### src/rtl/tsb_pkg.sv
// tsb_pkg: shared widths, constants and the item types that pass from the
// front part of the triangle setup block through the queue to the back part.
// No dependencies.
package tsb_pkg;

  localparam int unsigned CW        = 32;  // vertex coordinate, Q16.16
  localparam int unsigned CROSS_W   = 65;  // cross product magnitude
  localparam int unsigned LEN_W     = 7;   // bit length 0..65
  localparam int unsigned UNIT_BITS = 30;  // Q2.30 normal
  localparam int unsigned NORM_W    = 32;
  localparam int unsigned PLANE_W   = 48;

  localparam logic [10:0] XY_MAX   = 11'd2047;
  localparam logic [10:0] Z_MAX    = 11'd1023;
  localparam logic [31:0] MIN_BIAS = 32'h0000_0200;

  // what the back part carries along untouched
  typedef struct packed {
    logic [31:0]          box_min_code;
    logic [31:0]          box_max_code;
    logic [2:0]           edge_flat;
    logic signed [CW-1:0] vx1;
    logic signed [CW-1:0] vy1;
    logic signed [CW-1:0] vz1;
  } side_t;

  // one cross product component, sign and magnitude
  typedef struct packed {
    logic               neg;
    logic [CROSS_W-1:0] mag;
  } cross_t;

  typedef struct packed {
    side_t  side;
    cross_t wx;
    cross_t wy;
    cross_t wz;
  } mid_t;

endpackage

### src/rtl/tsb_queue.sv
// tsb_queue: short register queue that decouples the front and back parts.
// Depends on tsb_pkg for the item type.
module tsb_queue #(
  parameter int unsigned DEPTH = 2
) (
  input  logic          clk,
  input  logic          rst_n,
  input  logic          push,
  input  tsb_pkg::mid_t wdata,
  output logic          full,
  input  logic          pop,
  output tsb_pkg::mid_t rdata,
  output logic          empty
);

  localparam int unsigned AW    = (DEPTH > 1) ? $clog2(DEPTH) : 1;
  localparam int unsigned CNT_W = $clog2(DEPTH + 1);

  tsb_pkg::mid_t    mem_r [DEPTH];
  logic [AW-1:0]    wr_ptr_r, rd_ptr_r;
  logic [CNT_W-1:0] count_r;
  logic             push_ok, pop_ok;

  assign full    = (count_r == CNT_W'(DEPTH));
  assign empty   = (count_r == '0);
  assign push_ok = push && !full;
  assign pop_ok  = pop && !empty;
  assign rdata   = mem_r[rd_ptr_r];

  always_ff @(posedge clk) begin
    if (!rst_n) begin
      wr_ptr_r <= '0;
      rd_ptr_r <= '0;
      count_r  <= '0;
    end else begin
      if (push_ok) begin
        wr_ptr_r <= (wr_ptr_r == AW'(DEPTH - 1)) ? '0 : wr_ptr_r + AW'(1);
      end
      if (pop_ok) begin
        rd_ptr_r <= (rd_ptr_r == AW'(DEPTH - 1)) ? '0 : rd_ptr_r + AW'(1);
      end
      if (push_ok && !pop_ok) begin
        count_r <= count_r + CNT_W'(1);
      end else if (pop_ok && !push_ok) begin
        count_r <= count_r - CNT_W'(1);
      end
    end
  end

  always_ff @(posedge clk) begin
    if (push_ok) begin
      mem_r[wr_ptr_r] <= wdata;
    end
  end

endmodule

### config.mk
export PLATFORM = sky130hd
export DESIGN_NAME = tsb_queue
export DESIGN_NICKNAME = d
export VERILOG_FILES = /design/src/rtl/tsb_pkg.sv /design/src/rtl/tsb_queue.sv
export SDC_FILE = /design/constraint.sdc
export NUM_CORES = 1
export LEC_CHECK = 0
export ABC_AREA = 1
export BUFFER_PORTS_ARGS = -buffer_cell sky130_fd_sc_hd__clkbuf_2
export CAP_MARGIN = 10
export CORE_MARGIN = 5
export CORE_UTILIZATION = 31
export CTS_CLUSTER_SIZE = 10
export DETAILED_ROUTE_END_ITERATION = 8
export PLACE_DENSITY = 0.6
export SKIP_CTS_REPAIR_TIMING = 1
export SLEW_MARGIN = 20
export SYNTH_ARGS = -nofsm -noshare
export SYNTH_HDL_FRONTEND = slang
export SYNTH_SLANG_ARGS = --single-unit
### constraint.sdc
create_clock -name clk -period 33.9 [get_ports clk]
set_input_delay 6.78 -clock clk [delete_from_list [all_inputs] [get_ports clk]]
set_output_delay 6.78 -clock clk [all_outputs]
set_load 0.05 [all_outputs]
==> flow_summary.yaml <==
final_layout:
  utilization: 0.393
  fill_cells: 8033
  drive_gt1_frac: 0.606
  final_common_cell: "clkbuf_2"
  final_cell_mix: "clkbuf_2 (727), edfxtp_1 (722), mux2_4 (290)"
  syn2layout_area_growth_pct: 26.0
  nNetsFinal: 2313
die:
  start_util: 0.312
  core_um2: 88200
  die_y_um: 308
  die_w_um: 308
  io_pins: 728
  fp-row-count: 109
  dieArea_um2: 94800
global_routing:
  grt_pass1_vias: 14800
  grt_pass1_wl_um: 92100
  met1_usage: 0.133
  grtUsageMet3: 0.0478
  grt_max_degree: 157
  use_met2: 0.234
  overflow: 0
  track_usage: 0.127
  antenna_found_initial: 7
  busiest_layer: "met2"
timing:
  tightest_slew_ns: 1.16
  fmax_ghz: 0.0922
  rsz0062_at_grt: "false"
  finalCritPeriodShare: 0.320
  tns_ns: 0
  clock_skew_ns: 0.0212
  hold_viol: 0
  min_period_ns: 10.85
  slew_headroom: 0.228
  timing.final.ws_setup_ns: 23.05
  slew_viol_final: 0
  setup_viol: 0
clock_network:
  cts-root-buf: "clkbuf_16"
  cts_sinks: 727
  cts.clk_slew.worst_paths_ns: 0.05
  cts_tree: "yes"
  clock_latency_ns: 0.62
  clock_path_buffers: 3
  numCtsBuffers: 84
  cts_max_level: 3
detailed_routing:
  via_per_inst: 4.33
  drtAntennaViolNets: 0
  drtIter0Drc: 755
  drt_pass1_iterations: 6
  num_vias: 13600
  drc: 0
  avgRoutedWirePerCell_um: 20.4
  drt-total-wl_um: 64000
synth:
  synth.avg_cell_area_um2: 23.7
  yosysWarningCount: 0
  yosysSeqAreaShare: 0.791
  syn_nets: 1527
  yosysTopAreaCellShare: 0.788
  syn_inst: 1161
  synth_area_leaders: "edfxtp_1 (79%), mux2_4 (16%), mux2_2 (2.9%)"
  ys_ff_latch: 727
  synth.distinct_cells: 15
  yosysTopAreaCell: "edfxtp_1"
  syn_area_um2: 27500
worst_hold_path:
  hp-class: "reg2reg"
place:
  pre_cts_slack_ns: 22.99
  place_congestion: 0.812
  io_buffers: 727
  dp_hpwl_um: 45600
worst_setup_path:
  cp_max_fo: 112
  end_kind: "output pin"
  arrival_ns: 4.07
  critPathRequiredTime_ns: 27.12
  critPathKind: "reg2out"
  startpoint_type: "flop"
outcome:
  status: "finished, final reports clean"
run:
  cap_violations: 0
power:
  peakVddDrop_mv: 0.0608
  p_leak_uw: 0.0135
  p_per_area_nw_per_um2: 85.0
## stage by stage
step	total power (uW)	instance area, um2	hold slack [ns]	cells
CTS	2990	34600	0.512	3135
detailed placement	2200	32300	0.491	3025
global placement	2180	32300	0.484	3025
global route	3060	34700	0.564	3139
floorplan	2060	27500	0.467	1161
finish	2950	34700	0.515	3142
## state kept, by name (all words and copies together), names as in the netlist, named ones only
name,count
mem_r,722
count_r,2
rd_ptr_r,1
wr_ptr_r,1
## cell usage after synthesis
master and instances:
a21oi_1 1, buf_2 7, buf_6 23, buf_8 10, dfxtp_1 5, edfxtp_1 722
ha_1 1, inv_1 9, mux2_2 71, mux2_4 290, nand2_1 6, nand3_1 1
nand4_1 1, nor2_1 11, o21ai_0 3
## cell families after synthesis
logic type      synth area share
compound gates          0.000727
fa+ha+maj               0.000455
buf+inv                   0.0174
flops                      0.791
mux                        0.187
simple gates             0.00273
## per-layer routing
layer	share of wire	vias to the layer above
li1	-	6185
met1	0.35	6854
met4	0.028	0
met3	0.085	108
met5	0	-
met2	0.54	461
## where the power goes
group / switching, uW / total, uW / internal, uW / leakage, uW
clock: 315 / 780 / 465 / 0.00112
sequential: 31.4 / 1170 / 1140 / 0.00678
combinational: 706 / 997 / 291 / 0.00555
## final timing paths
| kind | startpoint | slack (ns) | depth (start not counted) | end |
|---|---|---|---|---|
| setup / recovery | flop | 23.05 | 5 | rdata[298] |
| hold reg to reg | rd_ptr_r | 0.52 | 2 | flop |
| setup reg to reg | count_r[0] | 29.50 | 5 | mem_r[0][67] |
| hold / removal | rd_ptr_r | 0.52 | 2 | flop |
## cell type report
cell class	instances	area, um2	area share
Inverter	9	33.8	0.000974
Antenna cell	6	15.0	0.000433
Tap cell	1165	1460	0.0420
Multi-Input combinational cell	385	5280	0.152
Timing Repair Buffer	740	3810	0.110
Sequential cell	727	21800	0.628
Clock buffer	104	2250	0.0649
Clock inverter	6	53.8	0.00155
## worst max-delay path, cell delays in order, from the launching register on
cell	delay [ns]
dfxtp_4	0.64
buf_16	0.32
buf_4	0.86
buf_12	0.59
mux2_4	0.35
clkbuf_2	0.25
Note: power is estimated with default switching activity, not from simulation.
